`src/sv/tbs_delay.sv`:
```
module tbs_delay #(
  parameter int W = 32,
  parameter int D = 1
) (
  input  logic         clk,
  input  logic         en,
  input  logic [W-1:0] din,
  output logic [W-1:0] dout
);

  logic [W-1:0] pipe [D];

  always_ff @(posedge clk) begin
    if (en) begin
      pipe[0] <= din;
      for (int i = 1; i < D; i++) pipe[i] <= pipe[i-1];
    end
  end

  assign dout = pipe[D-1];

endmodule

```
`config.mk`:
```
export PLATFORM = sky130hd
export DESIGN_NAME = tbs_delay
export DESIGN_NICKNAME = d
export VERILOG_FILES = /design/src/sv/tbs_delay.sv
export SDC_FILE = /design/constraint.sdc
export NUM_CORES = 1
export LEC_CHECK = 0
export BUFFER_PORTS_ARGS = -buffer_cell sky130_fd_sc_hd__buf_2
export CORE_MARGIN = 4
export CORE_UTILIZATION = 42
export CTS_CLUSTER_DIAMETER = 120
export CTS_CLUSTER_SIZE = 24
export DETAILED_ROUTE_END_ITERATION = 8
export PLACE_DENSITY_LB_ADDON = 0.08
export SKIP_LAST_GASP = 1
export SLEW_MARGIN = 15
export SYNTH_ARGS = -nofsm -noshare
export SYNTH_HDL_FRONTEND = slang
export SYNTH_SLANG_ARGS = --single-unit
```
`constraint.sdc`:
```
create_clock -name clk -period 0.8 [get_ports clk]
set_input_delay 0.12 -clock clk [delete_from_list [all_inputs] [get_ports clk]]
set_output_delay 0.12 -clock clk [all_outputs]
set_load 0.05 [all_outputs]
```
==> flow_metrics.py, run 1 <==
metrics = {
    "placed_design": {
        "place_area_um2": 1340,
        "preCtsSetupSlack_ns": 0.0630,
        "portBuffers": 65,
        "place.gp.congestion": 0.681,
    },
    "status": {
        "status": "finished with violations",
        "violations": "negative setup slack",
    },
    "floorplan": {
        "io_pins": 66,
        "core_um2": 2190,
        "initial_utilization_pct": 43.9,
        "dieArea_um2": 3120,
        "row_count": 17,
        "chipWidth_um": 55.8,
        "dieHeight_um": 55.8,
    },
    "critical_path": {
        "slowest_stage": "edfxtp_1",
        "cp-endpoint": "dout[0]",
        "cp-startpoint": "pipe[0][0]",
        "path_depth": 1,
        "slowest_delay_ns": 0.41,
        "cp.buffers_inverters": 1,
        "worst-setup-path-type": "flop to output pin",
        "startpoint_type": "flop",
        "crit_arrival_ns": 0.89,
        "worstPathMaxFanout": 1,
        "crit_chain": "buf_6",
        "critPathCaptureType": "output pin",
        "critPathTopFamily": "flip-flops",
        "cp.required_ns": 0.68,
    },
    "yosys": {
        "synth_cells": 32,
        "synth_ff_type": "edfxtp_1",
        "seq_area_frac_synth_pct": 100,
        "ys_ff_latch": 32,
        "async_flop_share_pct": 0,
        "syn_area_um2": 961,
        "synth.area.top_cells": "edfxtp_1 100%",
        "synth-edff-count": 32,
        "synth_cell_types": 1,
        "synth_top_area_cell": "edfxtp_1",
        "yosysMostFrequentCell": "edfxtp_1",
        "ys_warn_count": 0,
        "synth_common_cells": "32 x edfxtp_1",
        "yosysTopAreaCellShare_pct": 100,
        "syn_avg_cell_area_um2": 30.0,
        "synth_fp_nets": 66,
    },
    "job": {
        "cap_violations": 0,
    },
    "cts": {
        "h-tree-depth": 2,
        "cts_sinks": 32,
        "cts_buffers": 5,
        "path_clk_slew_ns": 0.08,
        "root_buffer": "clkbuf_4",
        "clock_path_buffers": 2,
        "cts_tree": "yes",
    },
    "power_and_ir_drop": {
        "power_density_nw_per_um2": 1980,
        "leakagePower_nw": 0.803,
        "vdd_ir_drop_max_mv": 1.41,
    },
    "global_routing": {
        "grt_antenna_before_repair": 0,
        "track_usage_pct": 16.8,
        "grt_overflow_total": 0,
        "grt_pass1_wl_mm": 3.71,
        "grt_max_degree": 33,
        "grt_pass1_vias": 782,
    },
    "finish": {
        "largest_reg_flops": 32,
        "diodes": 0,
        "top_regs": "pipe x32",
        "final_cell_area_um2": 1900,
        "layout-drive-gt1-share_pct": 52.6,
        "multi_input_area_um2": 0,
        "syn2layout_area_growth_pct": 97.7,
        "top_register": "pipe",
        "utilization_pct": 86.7,
        "layout.nets": 171,
        "multi_input_gates": 0,
    },
    "hold_path": {
        "hold_path.class": "input port to flop",
    },
    "timing": {
        "worstMarginPinSlew_ns": 0.162,
        "setup_tns_ns": -5.98,
        "setup_violations": 32,
        "finalCriticalPeriod_ns": 1.01,
        "timing.fmax_mhz": 989,
        "rsz0062_at_grt": "yes",
        "maxSlewHeadroom_pct": 89.2,
        "finalCritPeriodShare_pct": 126,
        "setup_ws_ns": -0.211,
        "drv_slew": 0,
        "hold_viol": 0,
    },
    "routing": {
        "viasPerCell": 4.28,
        "num_vias": 698,
        "initialDrtViolationCount": 13,
        "drt-total-wl_mm": 2.37,
        "drt_first_pass_iters": 3,
        "drtAntennaViolNets": 0,
        "wl_per_cell_um": 14.6,
        "remaining_drc_errors": 0,
    },
}
[routing by layer]
layer	vias up	part of all wire, %	global-route usage, %
met4	0	0.97	7.12
met3	4	13	9.28
met2	46	55	31.6
li1	335	-	-
met1	313	30	14.3
met5	-	0	0
[worst min path at each step]
| stage | start | endpoint | slack, ns | cells after the start |
|---|---|---|---|---|
| after floorplan | din[0] | pipe[0][0] | 0.22 | 0 |
| after global placement | din[12] | pipe[0][12] | 0.30 | 1 |
| after detailed placement | din[2] | pipe[0][2] | 0.30 | 1 |
| after CTS | en | pipe[0][30] | 0.25 | 2 |
| after global routing | en | pipe[0][22] | 0.26 | 2 |
| final | en | pipe[0][19] | 0.26 | 2 |
[layout make-up]
class,count,area [µm²]
Tap cell,28,35.0
Clock buffer,5,37.5
Sequential cell,32,961
Fill cell,102,292
Timing Repair Buffer,98,866
[layout by cell type, fill, tap and decap left out, drive strengths merged]
master	n
buf	66
clkbuf	5
dlygate4sd3	32
edfxtp	32
[kinds of logic after synthesis]
group and share of synthesized area [%]:
flops 100
[power by group]
| part | internal [mW] | switching, mW | leakage, nW | total, mW |
|---|---|---|---|---|
| logic | 0.403 | 0.578 | 0.466 | 0.981 |
| registers | 1.99 | 0.0619 | 0.313 | 2.06 |
| clock network | 0.293 | 0.434 | 0.0230 | 0.727 |
[stage by stage]
step / hold slack (ns) / std cells / power (mW)
floorplan: 0.219 / 32 / 2.53
global placement: 0.297 / 126 / 2.76
detailed placement: 0.298 / 126 / 2.76
CTS: 0.254 / 163 / 3.77
global route: 0.259 / 163 / 3.93
finish: 0.260 / 163 / 3.76
[what timing repair did]
action                                  4_1_cts  5_1_grt
resized for setup                            64        0
hold buffers                                 32        0
setup buffers                                 0        0
endpoints found under the hold margin        32        0
cloned                                        0        0
endpoints found under the setup margin       32       32
Note: power is estimated with default switching activity, not from simulation.
==> run 2: changes to the inputs <==
- CORE_UTILIZATION: 42 -> 35
==> flow_metrics.py, run 2 (same netlist as run 1, synthesis figures left out) <==
metrics = {
    "floorplan": {
        "dieHeight_um": 60.4,
        "dieArea_um2": 3650,
        "core_um2": 2540,
        "row_count": 18,
        "chipWidth_um": 60.4,
        "initial_utilization_pct": 37.8,
        "io_pins": 66,
    },
    "critical_path": {
        "startpoint_type": "flop",
        "worstPathMaxFanout": 1,
        "cp.buffers_inverters": 1,
        "worst-setup-path-type": "flop to output pin",
        "cp.required_ns": 0.68,
        "crit_chain": "buf_6",
        "slowest_delay_ns": 0.42,
        "cp-startpoint": "pipe[0][28]",
        "critPathCaptureType": "output pin",
        "crit_arrival_ns": 0.91,
        "critPathTopFamily": "flip-flops",
        "slowest_stage": "edfxtp_1",
    },
    "placed_design": {
        "preCtsSetupSlack_ns": 0.0775,
        "place_area_um2": 1360,
        "place.gp.congestion": 0.629,
        "placed_cells": 129,
        "portBuffers": 65,
    },
    "cts": {
        "cts_sinks": 32,
        "clock_path_buffers": 2,
        "h-tree-depth": 2,
        "path_clk_slew_ns": 0.09,
        "cts_tree": "yes",
        "cts_buffers": 5,
        "root_buffer": "clkbuf_4",
        "cts_setup_buffers": 0,
    },
    "timing": {
        "whs_ns": 0.220,
        "setup_tns_ns": -6.25,
        "timing.fmax_mhz": 970,
        "finalCriticalPeriod_ns": 1.03,
        "hold_viol": 0,
        "maxSlewHeadroom_pct": 92.4,
        "finalCritPeriodShare_pct": 129,
        "setup_ws_ns": -0.231,
        "worstMarginPinSlew_ns": 0.114,
        "setup_violations": 32,
        "drv_slew": 0,
        "rsz0062_at_grt": "yes",
    },
    "job": {
        "cap_violations": 0,
    },
    "finish": {
        "layout_commonest_cell": "buf_2",
        "mostFrequentLayoutCells": "33 x buf_2, 32 x dlygate4sd3_1, 32 x buf_6, 32 x edfxtp_1, 5 x clkbuf_4",
        "stdcell_count": 169,
        "largest_reg_flops": 32,
        "top_register": "pipe",
        "layout.nets": 172,
        "layout-drive-gt1-share_pct": 51.8,
        "syn2layout_area_growth_pct": 101,
        "multi_input_gates": 0,
        "top_regs": "pipe x32",
        "final_cell_area_um2": 1930,
        "diodes": 0,
        "fillCellCount": 154,
        "multi_input_area_um2": 0,
        "utilization_pct": 76.0,
    },
    "global_routing": {
        "grt_max_degree": 18,
        "grt_antenna_before_repair": 0,
        "track_usage_pct": 14.7,
        "grt_overflow_total": 0,
        "grt_pass1_vias": 775,
        "grt_pass1_wl_mm": 3.57,
    },
    "power_and_ir_drop": {
        "finalPower_mw": 3.86,
        "leakagePower_nw": 0.816,
        "pwr-share-comb_pct": 25.6,
        "switching_share_pct": 29.0,
        "power_density_nw_per_um2": 2000,
        "vdd_ir_drop_max_mv": 1.51,
        "p_int_mw": 2.74,
        "p_sw_mw": 1.12,
        "clock_power_share_pct": 21.2,
        "p_seq_share_pct": 53.2,
    },
    "hold_path": {
        "hold_start": "en",
        "min_path_cells": 2,
        "hold_path.class": "input port to flop",
        "hold_path_end": "pipe[0][16]",
    },
    "routing": {
        "remaining_drc_errors": 0,
        "wl_per_cell_um": 13.9,
        "drt_first_pass_iters": 2,
        "drt-total-wl_mm": 2.36,
        "drtAntennaViolNets": 0,
        "initialDrtViolationCount": 5,
        "num_vias": 710,
        "viasPerCell": 4.20,
    },
    "status": {
        "violations": "negative setup slack",
        "status": "finished with violations",
    },
}
==> run 2: cell type report <==
| class | count | area, µm² | area share [%] |
|---|---|---|---|
| flip-flops and latches | 32 | 961 | 49.7 |
| repair buffers | 99 | 886 | 45.8 |
| clock buffers | 7 | 45.0 | 2.33 |
| well taps | 30 | 37.5 | 1.94 |
| clock inverters | 1 | 3.75 | 0.194 |
==> run 2: worst max-delay path by stage <==
stage	end	cells past startpoint
after detailed placement	pipe[0][20]	2
after floorplan	dout[0]	0
after global routing	dout[28]	1
final	dout[28]	1
after CTS	dout[3]	1
after global placement	pipe[0][20]	2
==> run 2: per-layer routing <==
| metal | track usage [%] | vias up | wire length (µm) |
|---|---|---|---|
| li1 | - | 342 | - |
| met1 | 14.2 | 326 | 785 |
| met2 | 26.9 | 37 | 1340 |
| met3 | 5.11 | 5 | 190 |
| met4 | 8.54 | 0 | 38 |
| met5 | 0 | - | 0 |
==> run 2: repair_timing <==
item                                    4_1_cts  5_1_grt
endpoints found under the setup margin       32       32
gates resized for setup                      64        0
hold buffers                                 32        0
hold endpoints to repair                     32        0
==> run 2: power groups by stage <==
| stage | clock network, mW | logic, mW | registers, mW |
|---|---|---|---|
| after CTS | 0.849 | 0.991 | 2.05 |
| after global placement | 0 | 0.713 | 2.05 |
| after detailed placement | 0 | 0.719 | 2.06 |
| final | 0.819 | 0.990 | 2.05 |
| after floorplan | 0 | 0 | 2.53 |
| after global routing | 0.936 | 1.03 | 2.07 |
