==> src/sv/tbs_pkg.sv <==
package tbs_pkg;

  typedef struct packed {
    logic [31:0] vertex_a_x;
    logic [31:0] vertex_a_y;
    logic [31:0] vertex_a_z;
    logic [31:0] vertex_b_x;
    logic [31:0] vertex_b_y;
    logic [31:0] vertex_b_z;
    logic [31:0] vertex_c_x;
    logic [31:0] vertex_c_y;
    logic [31:0] vertex_c_z;
    logic        is_see_through;
    logic [31:0] tri_tag;
  } tbs_in_t;

  typedef struct packed {
    logic [1:0]  dominant_axis;
    logic [31:0] plane_nu;
    logic [31:0] plane_nv;
    logic [31:0] plane_nd;
    logic [31:0] beta_nu;
    logic [31:0] beta_nv;
    logic [31:0] beta_d;
    logic [31:0] gamma_nu;
    logic [31:0] gamma_nv;
    logic [31:0] gamma_d;
    logic        see_through_out;
    logic [31:0] tag_out;
  } tbs_out_t;

  typedef enum logic [1:0] {
    AXIS_X = 2'd0,
    AXIS_Y = 2'd1,
    AXIS_Z = 2'd2
  } axis_t;

  // operand class carried alongside a mul/div datapath
  typedef struct packed {
    logic nan;
    logic inf;
    logic zero;
    logic sign;
  } fp_spec_t;

  localparam axis_t AXIS_WRAP [5] = '{AXIS_X, AXIS_Y, AXIS_Z, AXIS_X, AXIS_Y};

  localparam logic [31:0] CANON_NAN = 32'h7FC0_0000;
  localparam logic [31:0] FP_ONE    = 32'h3F80_0000;

  localparam int ADD_LAT = 4;
  localparam int MUL_LAT = 3;
  localparam int DIV_LAT = 29;

  function automatic logic fp_is_nan(input logic [31:0] x);
    return (&x[30:23]) && (|x[22:0]);
  endfunction

  function automatic logic fp_is_inf(input logic [31:0] x);
    return (&x[30:23]) && !(|x[22:0]);
  endfunction

  function automatic logic fp_is_zero(input logic [31:0] x);
    return x[30:0] == 31'd0;
  endfunction

  // significand with hidden bit; subnormals carry a zero hidden bit
  function automatic logic [23:0] fp_mant(input logic [31:0] x);
    return {|x[30:23], x[22:0]};
  endfunction

  // effective biased exponent, subnormals sit at 1
  function automatic logic [7:0] fp_exp(input logic [31:0] x);
    return (x[30:23] == 8'd0) ? 8'd1 : x[30:23];
  endfunction

  function automatic logic [31:0] fp_neg(input logic [31:0] x);
    return {~x[31], x[30:0]};
  endfunction

  // |x| > |y|, false when either is NaN
  function automatic logic mag_gt(input logic [31:0] x, input logic [31:0] y);
    return !fp_is_nan(x) && !fp_is_nan(y) && (x[30:0] > y[30:0]);
  endfunction

  function automatic logic [5:0] lzc48(input logic [47:0] x);
    logic [5:0] n;
    n = 6'd48;
    for (int i = 0; i < 48; i++) begin
      if (x[i]) n = 6'(47 - i);
    end
    return n;
  endfunction

  function automatic logic [31:0] pick3(input axis_t s, input logic [31:0] x0,
                                        input logic [31:0] x1, input logic [31:0] x2);
    logic [31:0] r;
    case (s)
      AXIS_X:  r = x0;
      AXIS_Y:  r = x1;
      AXIS_Z:  r = x2;
      default: r = x2;
    endcase
    return r;
  endfunction

  // sig[26] is the leading one, sig[2:0] guard/round/sticky; RNE with
  // gradual underflow and overflow to infinity
  function automatic logic [31:0] round_pack(input logic sign, input logic signed [9:0] exp,
                                             input logic [26:0] sig);
    logic [26:0] s;
    logic [9:0]  sh;
    logic [9:0]  e;
    logic        inc;
    logic [24:0] m;
    logic [9:0]  ef;
    logic [22:0] frac;
    logic [31:0] r;
    if (exp < 10'sd1) begin
      sh = 10'(10'sd1 - exp);
      e  = 10'd0;
      if (sh > 10'd26) begin
        s = {26'd0, |sig};
      end else begin
        s = (sig >> sh[4:0]) | {26'd0, |(sig & ((27'd1 << sh[4:0]) - 27'd1))};
      end
    end else begin
      sh = 10'd0;
      s  = sig;
      e  = 10'(exp);
    end
    inc = s[2] & (s[3] | s[1] | s[0]);
    m   = {1'b0, s[26:3]} + {24'd0, inc};
    if (e == 10'd0) begin
      ef   = {9'd0, m[23]};
      frac = m[22:0];
    end else begin
      ef   = e + {9'd0, m[24]} + (sh & 10'd0);
      frac = m[24] ? m[23:1] : m[22:0];
    end
    if (ef >= 10'd255) r = {sign, 8'hFF, 23'd0};
    else               r = {sign, ef[7:0], frac};
    return r;
  endfunction

endpackage

==> src/sv/tbs_fmul.sv <==
module tbs_fmul import tbs_pkg::*; (
  input  logic        clk,
  input  logic        en,
  input  logic [31:0] a,
  input  logic [31:0] b,
  output logic [31:0] y
);

  fp_spec_t    spec1, spec2;
  logic [47:0] prod1;
  logic signed [9:0] exp1, exp2;
  logic [5:0]  lz;
  logic [47:0] norm;
  logic [26:0] sig2;

  always_ff @(posedge clk) begin
    if (en) begin
      prod1      <= 48'(fp_mant(a)) * 48'(fp_mant(b));
      exp1       <= $signed({2'b00, fp_exp(a)}) + $signed({2'b00, fp_exp(b)}) - 10'sd126;
      spec1.nan  <= fp_is_nan(a) | fp_is_nan(b)
                  | (fp_is_inf(a) & fp_is_zero(b)) | (fp_is_inf(b) & fp_is_zero(a));
      spec1.inf  <= fp_is_inf(a) | fp_is_inf(b);
      spec1.zero <= fp_is_zero(a) | fp_is_zero(b);
      spec1.sign <= a[31] ^ b[31];
    end
  end

  always_comb begin
    lz   = lzc48(prod1);
    norm = prod1 << lz;
  end

  always_ff @(posedge clk) begin
    if (en) begin
      spec2 <= spec1;
      exp2  <= exp1 - $signed({4'b0000, lz});
      sig2  <= {norm[47:22], |norm[21:0]};
    end
  end

  always_ff @(posedge clk) begin
    if (en) begin
      if (spec2.nan)       y <= CANON_NAN;
      else if (spec2.inf)  y <= {spec2.sign, 8'hFF, 23'd0};
      else if (spec2.zero) y <= {spec2.sign, 31'd0};
      else                 y <= round_pack(spec2.sign, exp2, sig2);
    end
  end

endmodule

==> config.mk <==
export PLATFORM = sky130hd
export DESIGN_NAME = tbs_fmul
export DESIGN_NICKNAME = d
export VERILOG_FILES = /design/src/sv/tbs_pkg.sv /design/src/sv/tbs_fmul.sv
export SDC_FILE = /design/constraint.sdc
export NUM_CORES = 2
export LEC_CHECK = 0
export BUFFER_PORTS_ARGS = -buffer_cell sky130_fd_sc_hd__buf_2
export CAP_MARGIN = 25
export CORE_ASPECT_RATIO = 1.75
export CORE_MARGIN = 2
export CORE_UTILIZATION = 60
export DETAILED_ROUTE_END_ITERATION = 10
export PLACE_DENSITY = 0.8
export REMOVE_ABC_BUFFERS = 1
export SETUP_SLACK_MARGIN = 0.4
export SYNTH_ARGS = -nofsm -noshare
export SYNTH_HDL_FRONTEND = slang
export SYNTH_SLANG_ARGS = --single-unit
==> constraint.sdc <==
create_clock -name clk -period 7.7 [get_ports clk]
set_input_delay 0.385 -clock clk [delete_from_list [all_inputs] [get_ports clk]]
set_output_delay 0.385 -clock clk [all_outputs]
set_load 0.005 [all_outputs]
==> summary.md <==
| Metric | Value |
|---|---|
| Initial DRC count | 2,047 |
| Hold slack final | 0.241 ns |
| Antenna viol nets, final | 0 |
| Hold Path Depth | 2 |
| Reg2reg start | exp2[1]$_DFFE_PP_ |
| Yosys reg bits | 135 |
| Final setup viols | 0 |
| Drt pass-1 iters | 6 |
| Hold Buf Count CTS | 0 |
| Crit-path max FO | 3 |
| Worst Path Arrival | 7.24 ns |
| GPL Wtd Cong | 1.01 |
| Setup Skew | 0.0114 ns |
| Hold Path End | spec1[0]$_DFFE_PP_ |
| Residual DRC | 0 |
| Worst skew pair latency | between 0.4 and 0.5 ns |
| Die Y | 300 um |
| Max Clk Rate | 142 MHz |
| Total GRT Usage | a little over a third |
| Synth cell types | 89 |
| CTS tree | yes |
| Vias/cell | ~6.3 |
| RSZ-0062 raised after global routing | false |
| Asr flop ratio synth | 0% |
| Post-CTS Setup Inserts | 0 |
| R2R depth | 27 |
| Row count | ~110 |
| Max_cap viols | 0 |
| Crit path kind | in -> reg |
| Worst Setup Start Kind | input port |
| Antenna fix cells | 0 |
| Worst Hold Class | in -> reg |
| Top Ports | between 90 and 100 |
| Initial Util | between 60% and 70% |
| Final Critical Period | 7.03 ns |
| Largest net degree at the start of global routing | 73 |
| Post-synthesis sequential area ratio | 13.5% |
| Average wire per standard cell | roughly 23 um |
| H-tree depth | 4 |
| Final nets | 4,147 |
| Layout cell share with drive strength beyond 1 | 10.2% |
| Fin. max-slew vios | 0 |
| Full die area | 51,900 um^2 |
| Crit end category | register |
| Synth warnings | 0 |
| Initial antenna violation count | 1 |
| CTS clk-pin slew, worst paths | around 0.070 ns |
| DP HPWL | 74,000 um |
| GRT overflow | 0 |
| Via count | 25,554 |
| Mapped Area | 30,000 um^2 |
| CTS root buffer | clkbuf_16 |
| Reg2reg setup slack | 0.87 ns |
| CTS max path bufs | 2 |
| RR Endpoint | y[10]$_SDFFCE_PP0P_ |
| First-pass GRT wire length | 144,000 um |
| Data required time at the worst endpoint | 7.91 ns |
| Hold Fails Final Rpt | 0 |
| IO buf count | 97 |
| Status | completed |
| Synth-to-layout area growth | 7.19% |
| Routed wire length | 93,200 um |
| Min-delay src | a[31] |
| Synth Flop Type | edfxtp_1 |
| Rel. slew slack | 24.2% |
| Worst Tran Pin Value | ~1.1 ns |
| Tcrit/Tclk final | between 90% and 100% |
| Post-Syn Instances | around 3,400 |
| CTS sink cnt | 135 |
| Post-synth EDFFs | between 100 and 150 |
| Core area | 49,600 um^2 |
| Cts bufs inserted | 17 |
| Die Width | 173 um |
| Vias in the first global route | around 27,000 |
| Syn_area_per_cell | 8.93 um^2 |
critical path, stage by stage:
cell	delay (ns)
buf_2	0.11
nor4_2	0.26
buf_4	0.17
nand2_2	0.11
buf_4	0.18
and2_1	0.16
fa_1	0.56
fa_1	0.44
fa_1	0.55
inv_1	0.05
fa_1	0.49
fa_1	0.47
fa_1	0.51
inv_1	0.05
fa_1	0.43
ha_1	0.30
o21a_1	0.21
o21ai_2	0.15
nor3_2	0.07
a21oi_1	0.24
o221ai_2	0.18
nand4_1	0.16
nand3_2	0.11
a31oi_2	0.19
nor2b_1	0.09
a311o_1	0.35
a21oi_1	0.18
xnor2_1	0.08
logic make-up after synthesis:
group	after synthesis	synth area share [%]
mux	120	5.22
xor+xnor	85	2.48
buf+inv	741	9.38
simple gates	1114	17.8
compound gates	482	11.0
flops	135	13.5
fa+ha+maj	685	40.6
timing repair:
item	CTS	global route
resized for setup	1	18
gates cloned	0	0
setup endpoints to repair	1	31
pin swaps	0	3
layout make-up:
cell class | instances | area [um^2]
well taps | 660 | 826
multi-input cells | 2486 | 23300
clock buffers | 17 | 425
fillers | 3961 | 17400
repair buffers | 216 | 1410
inverters | 540 | 2030
clock inverters | 14 | 166
flip-flops and latches | 135 | 4050
cells in the mapped netlist, types with 41 or more instances:
cell type / number / share of area (%)
a21oi_1: 122 / 2.0
and2_1: 221 / 4.6
clkbuf_1: 168 / 2.1
edfxtp_1: 135 / 13
fa_1: 484 / 32
ha_1: 201 / 8.4
inv_1: 537 / 6.7
mux2i_1: 71 / 2.4
nand2_1: 518 / 6.5
nor2_1: 126 / 1.6
nor3_1: 41 / 0.68
o21ai_0: 81 / 1.3
xnor2_1: 57 / 1.7
metal layers:
layer  GRT usage, %  vias to the layer above  wire length (um)
met5              0                        -                12
met2           66.2                     1487             48400
met4           31.6                        2              9440
li1               -                    11043                 -
met3           6.51                      574              6890
met1           35.2                    12448             28500
state kept, by name (all words and copies together) (netlist names):
| name | flops |
|---|---|
| exp2 | 10 |
| spec2 | 4 |
| exp1 | 10 |
| spec1 | 4 |
| y | 32 |
| prod1 | 48 |
| sig2 | 27 |
cells in the final DEF (no fill, tap or decap), types with 13 or more instances in the layout:
master / instances
buf_4: 115
nand4_1: 28
a22oi_1: 34
o21ai_0: 79
nor3_1: 39
nor2b_1: 19
nor2_1: 125
mux2i_1: 71
clkbuf_16: 17
ha_1: 200
a221oi_1: 14
a31oi_1: 17
and2_1: 221
a21o_1: 26
o21a_1: 15
nand3_1: 38
edfxtp_1: 135
mux2_2: 22
mux4_2: 27
inv_1: 537
a21oi_1: 120
nand2b_1: 24
xnor2_1: 56
xor2_1: 27
nand2_1: 517
o22ai_1: 18
fa_1: 484
nor4_1: 33
and3_1: 13
buf_2: 96
a22o_1: 15
per-stage QoR:
stage | setup slack, ns | TNS (ns) | cell area [um^2] | instances | utilization [%]
4_1_cts | 0.442 | 0 | 32100 | 4067 | 64.7
2_1_floorplan | -0.154 | -2.31 | 29200 | 3161 | -
5_1_grt | 0.363 | 0 | 32200 | 4068 | 64.9
3_3_place_gp | 0.000767 | 0 | 31500 | 4036 | 63.5
6_report | 0.675 | 0 | 32200 | 4068 | 64.9
3_5_place_dp | -0.0886 | -0.0886 | 31500 | 4036 | 63.5
worst max-delay path by stage:
| stage | depth (start not counted) | startpoint | endpoint |
|---|---|---|---|
| finish | 28 | a[29] | prod1[47]$_DFFE_PP_ |
| global placement | 28 | a[29] | prod1[47]$_DFFE_PP_ |
| global route | 29 | a[29] | prod1[46]$_DFFE_PP_ |
| detailed placement | 28 | a[29] | prod1[47]$_DFFE_PP_ |
| floorplan | 23 | exp2[1]$_DFFE_PP_ | y[11]$_SDFFCE_PP0P_ |
| CTS | 26 | exp2[1]$_DFFE_PP_ | y[17]$_SDFFCE_PP0P_ |
Power is not shown: default switching activity piles up to over one toggle a cycle in this logic, so the estimate is an artifact.
