## src/sv/tbs_pkg.sv

```systemverilog
package tbs_pkg;

  typedef struct packed {
    logic [31:0] vertex_a_x;
    logic [31:0] vertex_a_y;
    logic [31:0] vertex_a_z;
    logic [31:0] vertex_b_x;
    logic [31:0] vertex_b_y;
    logic [31:0] vertex_b_z;
    logic [31:0] vertex_c_x;
    logic [31:0] vertex_c_y;
    logic [31:0] vertex_c_z;
    logic        is_see_through;
    logic [31:0] tri_tag;
  } tbs_in_t;

  typedef struct packed {
    logic [1:0]  dominant_axis;
    logic [31:0] plane_nu;
    logic [31:0] plane_nv;
    logic [31:0] plane_nd;
    logic [31:0] beta_nu;
    logic [31:0] beta_nv;
    logic [31:0] beta_d;
    logic [31:0] gamma_nu;
    logic [31:0] gamma_nv;
    logic [31:0] gamma_d;
    logic        see_through_out;
    logic [31:0] tag_out;
  } tbs_out_t;

  typedef enum logic [1:0] {
    AXIS_X = 2'd0,
    AXIS_Y = 2'd1,
    AXIS_Z = 2'd2
  } axis_t;

  // operand class carried alongside a mul/div datapath
  typedef struct packed {
    logic nan;
    logic inf;
    logic zero;
    logic sign;
  } fp_spec_t;

  localparam axis_t AXIS_WRAP [5] = '{AXIS_X, AXIS_Y, AXIS_Z, AXIS_X, AXIS_Y};

  localparam logic [31:0] CANON_NAN = 32'h7FC0_0000;
  localparam logic [31:0] FP_ONE    = 32'h3F80_0000;

  localparam int ADD_LAT = 4;
  localparam int MUL_LAT = 3;
  localparam int DIV_LAT = 29;

  function automatic logic fp_is_nan(input logic [31:0] x);
    return (&x[30:23]) && (|x[22:0]);
  endfunction

  function automatic logic fp_is_inf(input logic [31:0] x);
    return (&x[30:23]) && !(|x[22:0]);
  endfunction

  function automatic logic fp_is_zero(input logic [31:0] x);
    return x[30:0] == 31'd0;
  endfunction

  // significand with hidden bit; subnormals carry a zero hidden bit
  function automatic logic [23:0] fp_mant(input logic [31:0] x);
    return {|x[30:23], x[22:0]};
  endfunction

  // effective biased exponent, subnormals sit at 1
  function automatic logic [7:0] fp_exp(input logic [31:0] x);
    return (x[30:23] == 8'd0) ? 8'd1 : x[30:23];
  endfunction

  function automatic logic [31:0] fp_neg(input logic [31:0] x);
    return {~x[31], x[30:0]};
  endfunction

  // |x| > |y|, false when either is NaN
  function automatic logic mag_gt(input logic [31:0] x, input logic [31:0] y);
    return !fp_is_nan(x) && !fp_is_nan(y) && (x[30:0] > y[30:0]);
  endfunction

  function automatic logic [5:0] lzc48(input logic [47:0] x);
    logic [5:0] n;
    n = 6'd48;
    for (int i = 0; i < 48; i++) begin
      if (x[i]) n = 6'(47 - i);
    end
    return n;
  endfunction

  function automatic logic [31:0] pick3(input axis_t s, input logic [31:0] x0,
                                        input logic [31:0] x1, input logic [31:0] x2);
    logic [31:0] r;
    case (s)
      AXIS_X:  r = x0;
      AXIS_Y:  r = x1;
      AXIS_Z:  r = x2;
      default: r = x2;
    endcase
    return r;
  endfunction

  // sig[26] is the leading one, sig[2:0] guard/round/sticky; RNE with
  // gradual underflow and overflow to infinity
  function automatic logic [31:0] round_pack(input logic sign, input logic signed [9:0] exp,
                                             input logic [26:0] sig);
    logic [26:0] s;
    logic [9:0]  sh;
    logic [9:0]  e;
    logic        inc;
    logic [24:0] m;
    logic [9:0]  ef;
    logic [22:0] frac;
    logic [31:0] r;
    if (exp < 10'sd1) begin
      sh = 10'(10'sd1 - exp);
      e  = 10'd0;
      if (sh > 10'd26) begin
        s = {26'd0, |sig};
      end else begin
        s = (sig >> sh[4:0]) | {26'd0, |(sig & ((27'd1 << sh[4:0]) - 27'd1))};
      end
    end else begin
      sh = 10'd0;
      s  = sig;
      e  = 10'(exp);
    end
    inc = s[2] & (s[3] | s[1] | s[0]);
    m   = {1'b0, s[26:3]} + {24'd0, inc};
    if (e == 10'd0) begin
      ef   = {9'd0, m[23]};
      frac = m[22:0];
    end else begin
      ef   = e + {9'd0, m[24]} + (sh & 10'd0);
      frac = m[24] ? m[23:1] : m[22:0];
    end
    if (ef >= 10'd255) r = {sign, 8'hFF, 23'd0};
    else               r = {sign, ef[7:0], frac};
    return r;
  endfunction

endpackage

```

## src/sv/tbs_fdiv.sv

```systemverilog
module tbs_fdiv import tbs_pkg::*; (
  input  logic        clk,
  input  logic        en,
  input  logic [31:0] a,
  input  logic [31:0] b,
  output logic [31:0] y
);

  localparam int NQ = 26;  // 24 significand bits plus guard and round

  logic [5:0]  lza, lzb;
  logic [23:0] xn1, yn1;
  logic signed [9:0] exp1;
  fp_spec_t    spec1;

  logic [24:0]       rem_q  [NQ+1];
  logic [NQ-1:0]     quo_q  [NQ+1];
  logic [23:0]       den_q  [NQ+1];
  logic signed [9:0] exp_q  [NQ+1];
  fp_spec_t          spec_q [NQ+1];

  always_comb begin
    lza = lzc48({fp_mant(a), 24'd0});
    lzb = lzc48({fp_mant(b), 24'd0});
  end

  // normalize subnormal operands
  always_ff @(posedge clk) begin
    if (en) begin
      xn1        <= fp_mant(a) << lza;
      yn1        <= fp_mant(b) << lzb;
      exp1       <= $signed({2'b00, fp_exp(a)}) - $signed({4'b0000, lza})
                  - $signed({2'b00, fp_exp(b)}) + $signed({4'b0000, lzb}) + 10'sd127;
      spec1.nan  <= fp_is_nan(a) | fp_is_nan(b)
                  | (fp_is_zero(a) & fp_is_zero(b)) | (fp_is_inf(a) & fp_is_inf(b));
      spec1.inf  <= fp_is_inf(a) | fp_is_zero(b);
      spec1.zero <= fp_is_zero(a) | fp_is_inf(b);
      spec1.sign <= a[31] ^ b[31];
    end
  end

  // pre-scale dividend so the quotient lands in [1,2)
  always_ff @(posedge clk) begin
    if (en) begin
      rem_q[0]  <= (xn1 < yn1) ? {xn1, 1'b0} : {1'b0, xn1};
      exp_q[0]  <= (xn1 < yn1) ? exp1 - 10'sd1 : exp1;
      quo_q[0]  <= '0;
      den_q[0]  <= yn1;
      spec_q[0] <= spec1;
    end
  end

  // one restoring quotient bit per stage
  for (genvar i = 0; i < NQ; i++) begin : g_iter
    logic        ge;
    logic [24:0] diff;
    always_comb begin
      ge   = rem_q[i] >= {1'b0, den_q[i]};
      diff = ge ? (rem_q[i] - {1'b0, den_q[i]}) : rem_q[i];
    end
    always_ff @(posedge clk) begin
      if (en) begin
        rem_q[i+1]  <= {diff[23:0], 1'b0};
        quo_q[i+1]  <= {quo_q[i][NQ-2:0], ge};
        den_q[i+1]  <= den_q[i];
        exp_q[i+1]  <= exp_q[i];
        spec_q[i+1] <= spec_q[i];
      end
    end
  end

  always_ff @(posedge clk) begin
    if (en) begin
      if (spec_q[NQ].nan)       y <= CANON_NAN;
      else if (spec_q[NQ].inf)  y <= {spec_q[NQ].sign, 8'hFF, 23'd0};
      else if (spec_q[NQ].zero) y <= {spec_q[NQ].sign, 31'd0};
      else y <= round_pack(spec_q[NQ].sign, exp_q[NQ], {quo_q[NQ], rem_q[NQ] != 25'd0});
    end
  end

endmodule

```

## config.mk

```make
export PLATFORM = sky130hd
export DESIGN_NAME = tbs_fdiv
export DESIGN_NICKNAME = d
export VERILOG_FILES = /design/src/sv/tbs_pkg.sv /design/src/sv/tbs_fdiv.sv
export SDC_FILE = /design/constraint.sdc
export NUM_CORES = 2
export LEC_CHECK = 0
export ABC_AREA = 1
export BUFFER_PORTS_ARGS = -buffer_cell sky130_fd_sc_hd__buf_2
export CORE_ASPECT_RATIO = 1.4
export CORE_UTILIZATION = 40
export DETAILED_ROUTE_END_ITERATION = 8
export PLACE_DENSITY = 0.59
export SYNTH_ARGS = -nofsm -noshare
export SYNTH_HDL_FRONTEND = slang
export SYNTH_SLANG_ARGS = --single-unit
export TNS_END_PERCENT = 30
```

## constraint.sdc

```tcl
create_clock -name clk -period 11.4 [get_ports clk]
set_input_delay 2.28 -clock clk [delete_from_list [all_inputs] [get_ports clk]]
set_output_delay 2.28 -clock clk [all_outputs]
set_load 0.03 [all_outputs]
```

==> impl_metrics.tcl <==
set metrics [dict create \
    clock_path_buffers 4 \
    r2r-start "exp_q[1][101]" \
    min_from "quo_q[0][312]" \
    end_kind "flop" \
    crit_top_cell "nand2_1" \
    place.gp.congestion 0.9052 \
    setup_viol 0 \
    final_cell_mix "edfxtp_1 (2096), nand2_1 (1262), a21oi_1 (1189)" \
    synth_warnings 0 \
    yosys_register_bits 2096 \
    required_ns 12.03 \
    hold_path_end "quo_q[0][339]" \
    post-route-min-period_ns 7.077 \
    via_per_inst 5.094 \
    clock-root-buffer "clkbuf_16" \
    synth_nets 10220 \
    timing.critical_path.buf_inv 6 \
    postRouteAntennaNets 0 \
    dp_hpwl_um 182300 \
    ctsResizeCount 0 \
    reg2reg_slack_ns 4.32 \
    die_h_um 606.5 \
    gr-total-overflow 0 \
    dpl_cell_area_sq_um 109100 \
    synth.area.top_cells "edfxtp_1 (60%), ha_1 (8.0%), a21oi_1 (5.7%)" \
    power.static_leakage_nw 46.48 \
    status "finished clean" \
    htree_num_levels 4 \
    cts_tree "yes" \
    initial_core_util_pct 40.29 \
    grt_pass1_vias 68000 \
    crit_fanout 26 \
    synth_edf_count 2096 \
    comb_power_share_pct 36.4 \
    final_common_cell "edfxtp_1" \
    worst_slack_ns 4.323 \
    grt_pass1_wl_um 374900 \
    synth_top_area_share_pct 60.29 \
    start_kind "flop" \
    via_count 67560 \
    critPathMaxStageDelay_ns 0.74 \
    critPathKind "flop to flop" \
    syn_avg_cell_area_sq_um 11.04 \
    skew_ns 0.07056 \
    postSynthCellCount 9456 \
    min_period_over_period_pct 62.08 \
    hold_buffers 0 \
    rr_endpoint "y[17]" \
    drc 0 \
    async_flop_share_pct 0 \
    grt_max_degree 174 \
    ir_drop_mv 0.1473 \
    nFillCells 23880 \
    std_cell_rows 221 \
    final_max_slew_viol_count 0 \
    clock_sinks 2096 \
    p_int_mw 19.52 \
    drtPass1Iterations 6 \
    yosysUniqueCellTypes 67 \
    p_per_area_nw_per_um2 258.8 \
    synth_area_leader_cell "edfxtp_1" \
    syn_to_final_growth_pct 11.50 \
    hold_viol 0 \
    grt_usage_pct 18.24 \
    postCtsSetupRepairBufs 0 \
    rsz0062_at_grt "false" \
    tns_ns 0 \
    synth_flop_cell "edfxtp_1" \
    dp_slack_ns 4.304 \
    whs_ns 0.3577 \
    die_w_um 433.8 \
    cts_made_buffers 216 \
    fmax_ghz 0.1413 \
    drt_iter0_drc 4466 \
    dieArea_sq_um 263100 \
    finalWirelength_um 243000 \
    hp-class "flop to flop" \
    slowest_stage "xnor2_2" \
    nets 10400 \
    io_pins 98 \
    synthesis.area_sq_um 104400 \
    ys_seq_area_share_pct 60.29 \
    whs_path_depth 0 \
    clk-insertion-delay-late_ns 0.89 \
    power_switching_share_pct 35.20 \
    arrival_ns 7.70 \
    pwr-share-seq_pct 39.3 \
    slew_headroom_pct 21.71 \
    cp_top_family "simple AND/OR/NAND/NOR gates" \
    power_mw 30.12 \
    postLayoutCellArea_sq_um 116400 \
    wl_per_cell_um 18.33 \
    drv_cap 0 \
    switchingPower_mw 10.60 \
    antenna_found_initial 5 \
    ff2ff_path_depth 34 \
    clk_pin_slew_ns 0.06 \
    portBuffers 97 \
    core-area_sq_um 259100 \
    worstMarginPinSlew_ns 1.172 \
    clkPwrFrac_pct 24.3 \
    drive_gt1_share_pct 5.723 \
]
-- power by group through the flow --
stage	clock network [mW]	registers [mW]	logic, mW
after floorplan	0	11.6	8.39
after global placement	0	12.0	10.7
after detailed placement	0	12.0	10.9
after CTS	7.55	11.9	11.0
after global routing	7.81	12.0	12.3
final	7.32	11.8	11.0
-- logic make-up (layout without fill, tap and decap cells) --
family	Yosys count	after routing	share of synthesized area, %
buffers and inverters	1306	1652	4.824
XOR/XNOR	612	612	5.142
other	0	3	0
AO/OA/AOI/OAI	1829	1829	9.377
flip-flops	2096	2096	60.29
AND/OR/NAND/NOR	2902	2902	11.64
multiplexers	13	13	0.1246
adder cells (fa/ha/maj)	698	698	8.596
-- worst register-to-register path: cells and delay by family, from the launching register on --
family	cells	cell delay [ns]
and+or+nand+nor	21	2.29
AOI/OAI and AO/OA	2	1.23
adders and majority gates	4	1.08
xor gates and xnor gates	1	0.74
buffers and inverters	6	1.21
DFF	1	0.32
-- registers in the layout (all words and copies together) (netlist names) --
name,flops
xn1,24
exp_q,270
rem_q,649
quo_q,351
den_q,624
spec_q,108
spec1,4
yn1,24
y,32
exp1,10
-- per-layer routing --
layer / up-vias / part of all wire, % / GRT usage (%) / wire (um)
met1: 32360 / 36 / 18.57 / 87930
li1: 33430 / - / - / -
met3: 534 / 3.0 / 2.098 / 7361
met4: 2 / 5.1 / 8.682 / 12280
met2: 1242 / 56 / 36.20 / 135500
met5: - / 0.0049 / 0 / 12
-- final cells by class --
| cell class | count | area, sq um | share of cell area, % |
|---|---|---|---|
| sequential | 2096 | 62940 | 54.07 |
| multi-input combinational | 6054 | 36630 | 31.47 |
| clock buffer | 249 | 5550 | 4.768 |
| tap | 3456 | 4324 | 3.715 |
| inverter | 1116 | 4193 | 3.602 |
| clock inverter | 139 | 1773 | 1.523 |
| timing repair buffer | 148 | 983.4 | 0.8449 |
| antenna | 3 | 7.507 | 0.006449 |
-- metrics by stage --
step	instances	utilization [%]
after floorplan	9456	-
after global placement	12870	42.10
after detailed placement	12870	42.10
after CTS	13260	44.92
after global routing	13260	44.93
final	13260	44.93
-- cells in the mapped netlist, types with 32 or more instances --
cell type  number
nand4_1        84
nor4_1         36
nor3_1         63
inv_1        1093
o21ai_1        88
nor2_1        923
fa_1           32
buf_2          89
ha_1          666
nand3_1       461
a21oi_1      1192
clkbuf_1       88
o21ai_0       336
xor2_1        251
edfxtp_1     2096
nand2_1      1262
xnor2_1       360
-- how the worst max path moves through the flow --
stage / depth (start not counted) / slack [ns] / start / end
global route: 33 / 3.68 / exp_q[1][101] / y[7]
CTS: 34 / 4.31 / exp_q[1][101] / y[17]
global placement: 18 / 4.29 / b[28] / exp1[8]
floorplan: 21 / 5.41 / a[26] / exp1[8]
detailed placement: 34 / 4.30 / exp_q[1][101] / y[17]
finish: 34 / 4.32 / exp_q[1][101] / y[17]
Power figures use the tool's default switching activity.
