<file path="config.mk">
export PLATFORM = sky130hd
export DESIGN_NAME = tbs_fadd
export DESIGN_NICKNAME = d
export VERILOG_FILES = /design/src/sv/tbs_pkg.sv /design/src/sv/tbs_fadd.sv
export SDC_FILE = /design/constraint.sdc
export NUM_CORES = 1
export LEC_CHECK = 0
export ABC_AREA = 1
export CORE_ASPECT_RATIO = 0.75
export CORE_MARGIN = 2
export CORE_UTILIZATION = 45
export CTS_BUF_LIST = sky130_fd_sc_hd__clkbuf_16
export DETAILED_ROUTE_END_ITERATION = 16
export DONT_BUFFER_PORTS = 1
export GPL_TIMING_DRIVEN = 0
export PLACE_DENSITY = 0.57
export SETUP_SLACK_MARGIN = 0.1
export SYNTH_ARGS = -nofsm -noshare
export SYNTH_HDL_FRONTEND = slang
export SYNTH_SLANG_ARGS = --single-unit
</file>
<file path="constraint.sdc">
create_clock -name clk -period 6.7 [get_ports clk]
set_clock_uncertainty 0.2 [all_clocks]
set_input_delay 0 -clock clk [delete_from_list [all_inputs] [get_ports clk]]
set_output_delay 0 -clock clk [all_outputs]
set_load 0.01 [all_outputs]
</file>
<file path="src/sv/tbs_pkg.sv">
package tbs_pkg;

  typedef struct packed {
    logic [31:0] vertex_a_x;
    logic [31:0] vertex_a_y;
    logic [31:0] vertex_a_z;
    logic [31:0] vertex_b_x;
    logic [31:0] vertex_b_y;
    logic [31:0] vertex_b_z;
    logic [31:0] vertex_c_x;
    logic [31:0] vertex_c_y;
    logic [31:0] vertex_c_z;
    logic        is_see_through;
    logic [31:0] tri_tag;
  } tbs_in_t;

  typedef struct packed {
    logic [1:0]  dominant_axis;
    logic [31:0] plane_nu;
    logic [31:0] plane_nv;
    logic [31:0] plane_nd;
    logic [31:0] beta_nu;
    logic [31:0] beta_nv;
    logic [31:0] beta_d;
    logic [31:0] gamma_nu;
    logic [31:0] gamma_nv;
    logic [31:0] gamma_d;
    logic        see_through_out;
    logic [31:0] tag_out;
  } tbs_out_t;

  typedef enum logic [1:0] {
    AXIS_X = 2'd0,
    AXIS_Y = 2'd1,
    AXIS_Z = 2'd2
  } axis_t;

  // operand class carried alongside a mul/div datapath
  typedef struct packed {
    logic nan;
    logic inf;
    logic zero;
    logic sign;
  } fp_spec_t;

  localparam axis_t AXIS_WRAP [5] = '{AXIS_X, AXIS_Y, AXIS_Z, AXIS_X, AXIS_Y};

  localparam logic [31:0] CANON_NAN = 32'h7FC0_0000;
  localparam logic [31:0] FP_ONE    = 32'h3F80_0000;

  localparam int ADD_LAT = 4;
  localparam int MUL_LAT = 3;
  localparam int DIV_LAT = 29;

  function automatic logic fp_is_nan(input logic [31:0] x);
    return (&x[30:23]) && (|x[22:0]);
  endfunction

  function automatic logic fp_is_inf(input logic [31:0] x);
    return (&x[30:23]) && !(|x[22:0]);
  endfunction

  function automatic logic fp_is_zero(input logic [31:0] x);
    return x[30:0] == 31'd0;
  endfunction

  // significand with hidden bit; subnormals carry a zero hidden bit
  function automatic logic [23:0] fp_mant(input logic [31:0] x);
    return {|x[30:23], x[22:0]};
  endfunction

  // effective biased exponent, subnormals sit at 1
  function automatic logic [7:0] fp_exp(input logic [31:0] x);
    return (x[30:23] == 8'd0) ? 8'd1 : x[30:23];
  endfunction

  function automatic logic [31:0] fp_neg(input logic [31:0] x);
    return {~x[31], x[30:0]};
  endfunction

  // |x| > |y|, false when either is NaN
  function automatic logic mag_gt(input logic [31:0] x, input logic [31:0] y);
    return !fp_is_nan(x) && !fp_is_nan(y) && (x[30:0] > y[30:0]);
  endfunction

  function automatic logic [5:0] lzc48(input logic [47:0] x);
    logic [5:0] n;
    n = 6'd48;
    for (int i = 0; i < 48; i++) begin
      if (x[i]) n = 6'(47 - i);
    end
    return n;
  endfunction

  function automatic logic [31:0] pick3(input axis_t s, input logic [31:0] x0,
                                        input logic [31:0] x1, input logic [31:0] x2);
    logic [31:0] r;
    case (s)
      AXIS_X:  r = x0;
      AXIS_Y:  r = x1;
      AXIS_Z:  r = x2;
      default: r = x2;
    endcase
    return r;
  endfunction

  // sig[26] is the leading one, sig[2:0] guard/round/sticky; RNE with
  // gradual underflow and overflow to infinity
  function automatic logic [31:0] round_pack(input logic sign, input logic signed [9:0] exp,
                                             input logic [26:0] sig);
    logic [26:0] s;
    logic [9:0]  sh;
    logic [9:0]  e;
    logic        inc;
    logic [24:0] m;
    logic [9:0]  ef;
    logic [22:0] frac;
    logic [31:0] r;
    if (exp < 10'sd1) begin
      sh = 10'(10'sd1 - exp);
      e  = 10'd0;
      if (sh > 10'd26) begin
        s = {26'd0, |sig};
      end else begin
        s = (sig >> sh[4:0]) | {26'd0, |(sig & ((27'd1 << sh[4:0]) - 27'd1))};
      end
    end else begin
      sh = 10'd0;
      s  = sig;
      e  = 10'(exp);
    end
    inc = s[2] & (s[3] | s[1] | s[0]);
    m   = {1'b0, s[26:3]} + {24'd0, inc};
    if (e == 10'd0) begin
      ef   = {9'd0, m[23]};
      frac = m[22:0];
    end else begin
      ef   = e + {9'd0, m[24]} + (sh & 10'd0);
      frac = m[24] ? m[23:1] : m[22:0];
    end
    if (ef >= 10'd255) r = {sign, 8'hFF, 23'd0};
    else               r = {sign, ef[7:0], frac};
    return r;
  endfunction

endpackage

</file>
<file path="src/sv/tbs_fadd.sv">
module tbs_fadd import tbs_pkg::*; (
  input  logic        clk,
  input  logic        en,
  input  logic [31:0] a,
  input  logic [31:0] b,
  output logic [31:0] y
);

  typedef struct packed {
    logic nan;
    logic inf;
    logic inf_sign;
    logic both_zero;
    logic zero_sign;
  } add_spec_t;

  // align
  logic        swap;
  logic [31:0] big, lit;
  logic [7:0]  e_big, e_lit, dexp;
  logic [26:0] lit_ext, lit_al;
  add_spec_t   spec_c, spec1, spec2, spec3;
  logic        sign1, sub1;
  logic [7:0]  exp1;
  logic [26:0] mbig1, mlit1;
  // add
  logic [27:0] sum2;
  logic        sign2;
  logic [7:0]  exp2;
  // normalize
  logic [5:0]  lz;
  logic [27:0] norm;
  logic        sign3, zero3;
  logic signed [9:0] exp3;
  logic [26:0] sig3;

  always_comb begin
    swap    = b[30:0] > a[30:0];
    big     = swap ? b : a;
    lit     = swap ? a : b;
    e_big   = fp_exp(big);
    e_lit   = fp_exp(lit);
    dexp    = e_big - e_lit;
    lit_ext = {fp_mant(lit), 3'b000};
    if (dexp > 8'd26) begin
      lit_al = {26'd0, |lit_ext};
    end else begin
      lit_al = (lit_ext >> dexp[4:0])
             | {26'd0, |(lit_ext & ((27'd1 << dexp[4:0]) - 27'd1))};
    end
    spec_c.nan       = fp_is_nan(a) | fp_is_nan(b)
                     | (fp_is_inf(a) & fp_is_inf(b) & (a[31] ^ b[31]));
    spec_c.inf       = fp_is_inf(a) | fp_is_inf(b);
    spec_c.inf_sign  = fp_is_inf(a) ? a[31] : b[31];
    spec_c.both_zero = fp_is_zero(a) & fp_is_zero(b);
    spec_c.zero_sign = a[31] & b[31];
  end

  always_ff @(posedge clk) begin
    if (en) begin
      spec1 <= spec_c;
      sign1 <= big[31];
      sub1  <= big[31] ^ lit[31];
      exp1  <= e_big;
      mbig1 <= {fp_mant(big), 3'b000};
      mlit1 <= lit_al;
    end
  end

  always_ff @(posedge clk) begin
    if (en) begin
      spec2 <= spec1;
      sign2 <= sign1;
      exp2  <= exp1;
      sum2  <= sub1 ? ({1'b0, mbig1} - {1'b0, mlit1}) : ({1'b0, mbig1} + {1'b0, mlit1});
    end
  end

  always_comb begin
    lz   = lzc48({sum2, 20'd0});
    norm = sum2 << lz;
  end

  always_ff @(posedge clk) begin
    if (en) begin
      spec3 <= spec2;
      sign3 <= sign2;
      zero3 <= sum2 == 28'd0;
      exp3  <= $signed({2'b00, exp2}) + 10'sd1 - $signed({4'b0000, lz});
      sig3  <= {norm[27:2], |norm[1:0]};
    end
  end

  always_ff @(posedge clk) begin
    if (en) begin
      if (spec3.nan)            y <= CANON_NAN;
      else if (spec3.inf)       y <= {spec3.inf_sign, 8'hFF, 23'd0};
      else if (spec3.both_zero) y <= {spec3.zero_sign, 31'd0};
      else if (zero3)           y <= 32'd0;
      else                      y <= round_pack(sign3, exp3, sig3);
    end
  end

endmodule

</file>
==> results.md, run 1 <==
- Status: complete, no violations
- Final Hold Fails: 0
- Rows: 61
- DRT antenna net count: 0
- Register bit total from synthesis: 184
- Buf/Inv on CP: 7
- Clk sink count: 184
- Die Ht: 173 um
- Final slew viol count: 0
- Input/output buffers: 0
- DIE AREA: 39600 sq um
- M3 GR Usage: 7.45%
- RSZ-0062 raised after global routing: yes
- Tightest Pin Transition: 1040 ps
- WHS: 23.4 ps
- H-tree level count: 4
- Final setup vio count: 0
- Leak: 8.70 nW
- Remaining DRCs: 0
- Clock buffer depth: 2
- Final period util: 92.1%
- Synth top area share: 32.3%
- Routed len/inst: 19.6 um
- Hold Crit Depth: 6
- Grt ovf: 0
- Placed cell areas: 17700 sq um
- Most frequent cells in the layout: 611 x nand2_1, 326 x inv_1, 222 x o21ai_0, 208 x nand3_1, 188 x nor2_1
- Min cycle time layout: 6170 ps
- Post-synthesis instance area: 17100 sq um
- Antenna cell count: 0
- Register area share after synthesis: 32.3%
- Max FO, Critical Path: 19
- Synthesized instance count: 2441
- Total wire length: 59.9 mm
- Initial core utilization: 45.9%
- Fin area: 19300 sq um
- Yosys warning count: 0
- Worst Hold Class: input port to flip-flop
- Global-route wire length before repair: 93.0 mm
- Total negative slack: 0 ps
- Top cells by area, synth: edfxtp_1 32%, nand2_1 13%, ha_1 8.3%
- I/O Pins: 98
- Largest stage delay on the critical path: 400 ps
- Ys async rst share: 0%
- Vias in the first global route: 16200
- Clock transition at path regs: 80 ps
- Final core occ: 51.8%
- Slowest CP cell: edfxtp_1
- Drt initial violations: 1964
- Worst slew margin relative to its limit: 29.6%
- Max cap viols: 0
- Top FF cell, synth: edfxtp_1
- Share of cells above drive strength 1: 5.16%
- CP most frequent cell: nor2_1
- Top cell type by total area after synthesis: edfxtp_1
- Most used routing layer: met1
- F_max: 162 MHz
- CTS tree: built
- Leading cell type in the layout, fill and taps excluded: nand2_1
- Fillers: 3807
- Met2 Use GR: 39.7%
- Largest net degree at the start of global routing: 185
- Setup crit start kind: flip-flop
- R2R cell count: 39
- Critical Path RT: 6710 ps
- Total CTS buffers: 17
- Die width: 229 um
- Drt pass-1 iters: 6
- Netlist cell types: 62
- Top delay family on crit path: simple AND/OR/NAND/NOR gates
- WS Path Type: flip-flop to flip-flop
- Vias after detailed routing: 17600
- Nets: 2728
- PD cells: 349 nW/um^2
- Clk Tree Root Cell: clkbuf_16
- Arrival @ worst endpoint: 6180 ps
- Post-synth EDFFs: 184
- Max VDD drop: 212 uV
- Crit. path cell count: 39
- Area Growth Syn to Fin: 12.8%
- Initial antenna violation count: 0
- Synthesized Nets: 2624
- Met1 usage: 48.4%
- Hpwl dp: 47.3 mm
- Crit end category: flip-flop
- Via density: 5.75
- Synth Area per Inst: 7.01 sq um
- Tot GR Track Use: 30.0%
- Total core area: 37200 sq um
- Clk_lat worst skew: 460 ps
- Final RePlAce weighted congestion: 1.02
-- power breakdown --
part / total, mW / switching (mW) / internal [mW]
registers: 1.75 / 0.197 / 1.55
logic: 3.90 / 2.72 / 1.18
clock network: 1.09 / 0.489 / 0.597
total: 6.73 / 3.41 / 3.33
-- synthesized netlist by cell type (all sizes together), types with 10 or more instances --
cell    count
xor2       46
a21oi     110
clkbuf     65
xnor2      17
or2        12
o211ai     15
edfxtp    184
a211oi     12
nand3     210
o221ai     10
mux2i      10
o31ai      10
nand4      51
inv       341
nor3       35
nand2     622
o21ai     231
a31oi      15
o22ai      16
nor4       19
buf        24
nor2      201
ha        114
-- state kept, by name, indices dropped and copies added (netlist names), 8 cells and up --
name   count
y         32
sum2      28
mlit1     27
sig3      27
mbig1     24
exp3      10
exp1       8
exp2       8
-- worst paths after layout --
kind                                        start                     end  slack, ps
worst max register to register  exp3[1]$_DFFE_PP_      y[1]$_SDFFCE_PP0P_        530
worst min-delay path                        b[30]  mlit1[8]$_SDFFCE_PP0P_         20
worst max-delay path            exp3[1]$_DFFE_PP_      y[1]$_SDFFCE_PP0P_        530
worst min register to register  exp1[5]$_DFFE_PP_       exp2[5]$_DFFE_PP_        220
-- metal layers --
layer / up-vias / share of wire [%]
met4: 0 / 1.2
met3: 54 / 11
met1: 8251 / 51
met2: 847 / 37
li1: 8461 / -
met5: - / 0
-- worst register-to-register path, delay by kind of cell (launching register included) --
family | cells | cell delay [ps]
buffers and inverters | 7 | 1040
AND/OR/NAND/NOR | 23 | 2800
flip-flops | 1 | 400
adder cells (fa/ha/maj) | 4 | 820
AO/OA/AOI/OAI | 3 | 350
XOR/XNOR | 2 | 330
-- kinds of logic (layout without fill, tap and decap cells) --
family	after synthesis	after routing	share of synthesized area, %
simple gates	1159	1159	29.2
fa+ha+maj	117	117	8.69
buf+inv	436	552	9.91
xor+xnor	63	63	3.23
mux	10	10	0.585
compound gates	472	472	16.1
flops	184	184	32.3
-- cell type report --
class                           instances  area (sq um)  share of cell area, %
Buffer                                 87           393                   2.04
Tap cell                              504           631                   3.27
Sequential cell                       184          5530                   28.6
Timing Repair Buffer                   87           873                   4.53
Clock buffer                           17           425                   2.20
Clock inverter                         14           189                  0.979
Inverter                              347          1310                   6.79
Multi-Input combinational cell       1821          9950                   51.6
-- stage by stage --
step | power [mW] | cells | setup slack (ps)
floorplan | 4.25 | 2441 | 833
global placement | 5.40 | 2945 | -1300
detailed placement | 5.38 | 2945 | -1230
CTS | 6.58 | 3056 | 101
global route | 7.21 | 3061 | 19.0
finish | 6.73 | 3061 | 528
-- timing repair --
action | CTS | global route
endpoints found under the setup margin | 42 | 46
hold buffers | 81 | 0
hold endpoints to repair | 223 | 0
pin swaps | 0 | 4
buffers inserted | 0 | 6
gates resized for setup | 10 | 22
Note: power is estimated with default switching activity, not from simulation.
==> inputs of run 2 (changes only) <==
- ABC_AREA: 1 -> default
- CORE_UTILIZATION: 45 -> 40
- PLACE_DENSITY: 0.57 -> 0.51
==> run 2 against run 1 <==
The run now ends with negative hold slack left. Via count decreased by 3.9%. Area after synthesis increased by 2.2%. Utilization decreased by 4.8 points. Critical endpoint is now mlit1[0]$_DFFE_PP_. Clock power about the same. Final cell count decreased by 13%. First-iteration DRC count increased by 4.6%. Cell area increased by 5.5%. Sequential power increased by 5%. Maximum frequency decreased by 2.4%.
==> results.md, run 2 <==
- Routed len/inst: 25.4 um
- Critical Path RT: 6710 ps
- Max VDD drop: 191 uV
- Final slew viol count: 0
- Final RePlAce weighted congestion: 1.01
- Clk Tree Root Cell: clkbuf_16
- Top reg by flops: y
- Most frequent cells in the layout: 184 x edfxtp_1, 169 x nor2_1, 150 x nand2_1, 125 x a21oi_1, 123 x mux2i_1
- Initial antenna violation count: 1
- Largest stage delay on the critical path: 600 ps
- NetSw: 3.36 mW
- Synthesized instance count: 1932
- Worst reg2reg endpoint: y[10]$_SDFFCE_PP0P_
- Status: finished, violations left
- DRT antenna net count: 0
- Total chip power: 6.91 mW
- Final setup vio count: 0
- Setup crit start kind: input port
- Total CTS buffers: 17
- Largest regs: y (32), sum2 (28)
- Min cycle time layout: 6330 ps
- Yosys warning count: 0
- Final period util: 94.4%
- Post-synth top cells: 184 x edfxtp_1, 173 x nor2_1, 155 x nand2_1, 128 x a21oi_1, 124 x mux2i_1
- Leak: 7.89 nW
- Worst-path cell chain: inv_1 > ha_1 > a21o_1 > a221o_1 > a221oi_2 > a31o_2 > buf_2 > buf_2 > buf_2 > nand2_1 > a21boi_0 > ha_1 > or2_2 > o22a_1 > xnor2_2 > a211o_1 > o211ai_1 > a2111oi_2 > a22oi_1 > or4_1 > nor3_1 > a31oi_1
- Placed cells: 2510
- Top cell type by total area after synthesis: edfxtp_1
- Share of cells above drive strength 1: 12.0%
- Origin of the critical flop-to-flop path: exp3[1]$_DFFE_PP_
- Worst slew margin relative to its limit: 28.1%
- R2R cell count: 26
- Share of power burned in registers: 26.6%
- Synthesized Nets: 2115
- Vias in the first global route: 15900
- Initial core utilization: 40.4%
- Post-Layout Cell Count: 2648
- Clock power share: 15.6%
- Pre-CTS setup slack: -2070 ps
- Vias after detailed routing: 16900
- Register area share after synthesis: 31.6%
- Final Hold Fails: 1
- I/O Pins: 98
- Rows: 66
- Clk_lat worst skew: 460 ps
- Area Growth Syn to Fin: 16.4%
- Clock transition at path regs: 80 ps
- Max FO, Critical Path: 10
- RSZ-0062 raised after global routing: yes
- H-tree level count: 4
- Synth top area share: 31.6%
- Worst Hold Class: input port to flip-flop
- Leading cell type in the layout, fill and taps excluded: edfxtp_1
- Die width: 245 um
- Total core area: 43300 sq um
- Top cells by area, synth: edfxtp_1 32%, ha_1 8.2%, mux2i_1 7.1%
- CTS tree: built
- FF-to-FF setup slack: 410 ps
- Final worst setup slack: 375 ps
- Tightest Pin Transition: 1070 ps
- Clock buffer depth: 2
- Ys async rst share: 0%
- Failing checks: negative hold slack
- Synth Area per Inst: 9.05 sq um
- Via density: 6.39
- Switching Fraction: 48.6%
- Comb pwr share: 57.7%
- DIE AREA: 45400 sq um
- Drt pass-1 iters: 6
- Most frequent cell after synthesis: edfxtp_1
- Post-synth EDFFs: 184
- Tot GR Track Use: 29.7%
- Buf/Inv on CP: 4
- Internal Dissipation: 3.55 mW
- Post-synthesis instance area: 17500 sq um
- Remaining DRCs: 0
- Top FF cell, synth: edfxtp_1
- Crit end category: flip-flop
- Arrival @ worst endpoint: 6330 ps
- PD cells: 339 nW/um^2
- Max cap viols: 0
- Top delay family on crit path: compound AO/OA/AOI/OAI gates
- Drt initial violations: 2055
- Max reg flops: 32
- F_max: 158 MHz
- Hold Crit Depth: 4
- Slowest CP cell: a221oi_2
- Input/output buffers: 0
- WHS: -6.25 ps
- Hpwl dp: 51.4 mm
- Die Ht: 185 um
- Largest net degree at the start of global routing: 185
- Grt ovf: 0
- Hold Crit Start: a[23]
- Netlist cell types: 93
- Hold endpoint: exp1[0]$_DFFE_PP_
- Global-route wire length before repair: 101 mm
- Clk sink count: 184
- WS Path Type: input port to flip-flop
- Register bit total from synthesis: 184
- Total wire length: 67.3 mm
- CP most frequent cell: buf_2
- Nets: 2239
[run 2: cell types whose count changed after synthesis, moves of 30 or more]
cell,before,now
nand2_1,612,155
inv_1,327,115
nand3_1,208,38
mux2i_1,10,124
o21ai_0,223,117
mux2_2,0,41
mux4_2,0,31
nand4_1,51,21
xnor2_1,17,47
[run 2: how the worst max path moves through the flow]
stage / slack, ps / cells past startpoint / startpoint / endpoint
global placement: -2120 / 23 / a[20] / mlit1[4]$_SDFFCE_PP0P_
floorplan: 130 / 31 / exp3[1]$_DFFE_PP_ / y[13]$_SDFFCE_PP0P_
global route: 80 / 32 / exp3[1]$_DFFE_PP_ / y[10]$_SDFFCE_PP0P_
detailed placement: -2070 / 23 / a[20] / mlit1[4]$_SDFFCE_PP0P_
finish: 370 / 22 / a[24] / mlit1[0]$_DFFE_PP_
CTS: 100 / 32 / exp3[1]$_DFFE_PP_ / y[2]$_SDFFCE_PP0P_
[run 2: tightest hold or removal path, stage by stage]
cell and delay (ps):
inv_1 50, o21ai_0 180, nor2_1 200, inv_1 50
[run 2: cell type report]
class	instances	area [sq um]
antenna	1	2.50
buffer	89	462
clock buffer	17	425
clock inverter	15	216
fill	4217	22900
inverter	120	465
multi-input combinational	1537	11500
sequential	184	5530
tap	578	723
timing repair buffer	107	1040
[run 2: kinds of logic after synthesis]
logic type | Yosys count | share of synthesized area [%]
muxes | 196 | 13.7
buffers and inverters | 211 | 4.73
DFF | 184 | 31.6
AOI/OAI and AO/OA | 549 | 20.9
adders and majority gates | 117 | 8.50
xor gates and xnor gates | 69 | 3.46
and+or+nand+nor | 606 | 17.1
[run 2: routing by layer]
layer | vias up | track usage (%) | share of wire, %
met5 | - | 0 | 0
met4 | 0 | 5.92 | 1.4
met3 | 92 | 10.1 | 12
met2 | 934 | 40.0 | 39
met1 | 8282 | 45.0 | 47
li1 | 7624 | - | -
[run 2: power groups by stage]
stage,registers (mW),clock network [mW],logic (mW)
final,1.84,1.08,3.99
after global routing,1.85,1.15,4.26
after CTS,1.82,1.11,3.72
after detailed placement,1.84,0,3.53
after global placement,1.84,0,3.56
after floorplan,1.68,0,2.53
[run 2: timing repair]
| action | 4_1_cts | 5_1_grt |
|---|---|---|
| gates resized for setup | 55 | 71 |
| setup endpoints to repair | 58 | 57 |
| buffers inserted | 11 | 10 |
| pin swaps | 7 | 16 |
| endpoints found under the hold margin | 224 | 0 |
| hold buffers | 86 | 0 |
[run 2: through the flow]
step	util (%)	area [sq um]	TNS, ps
global placement	42.1	18200	-90870
finish	47.0	20400	0
global route	47.0	20300	0
CTS	46.3	20000	0
detailed placement	42.1	18200	-90660
floorplan	-	17500	0
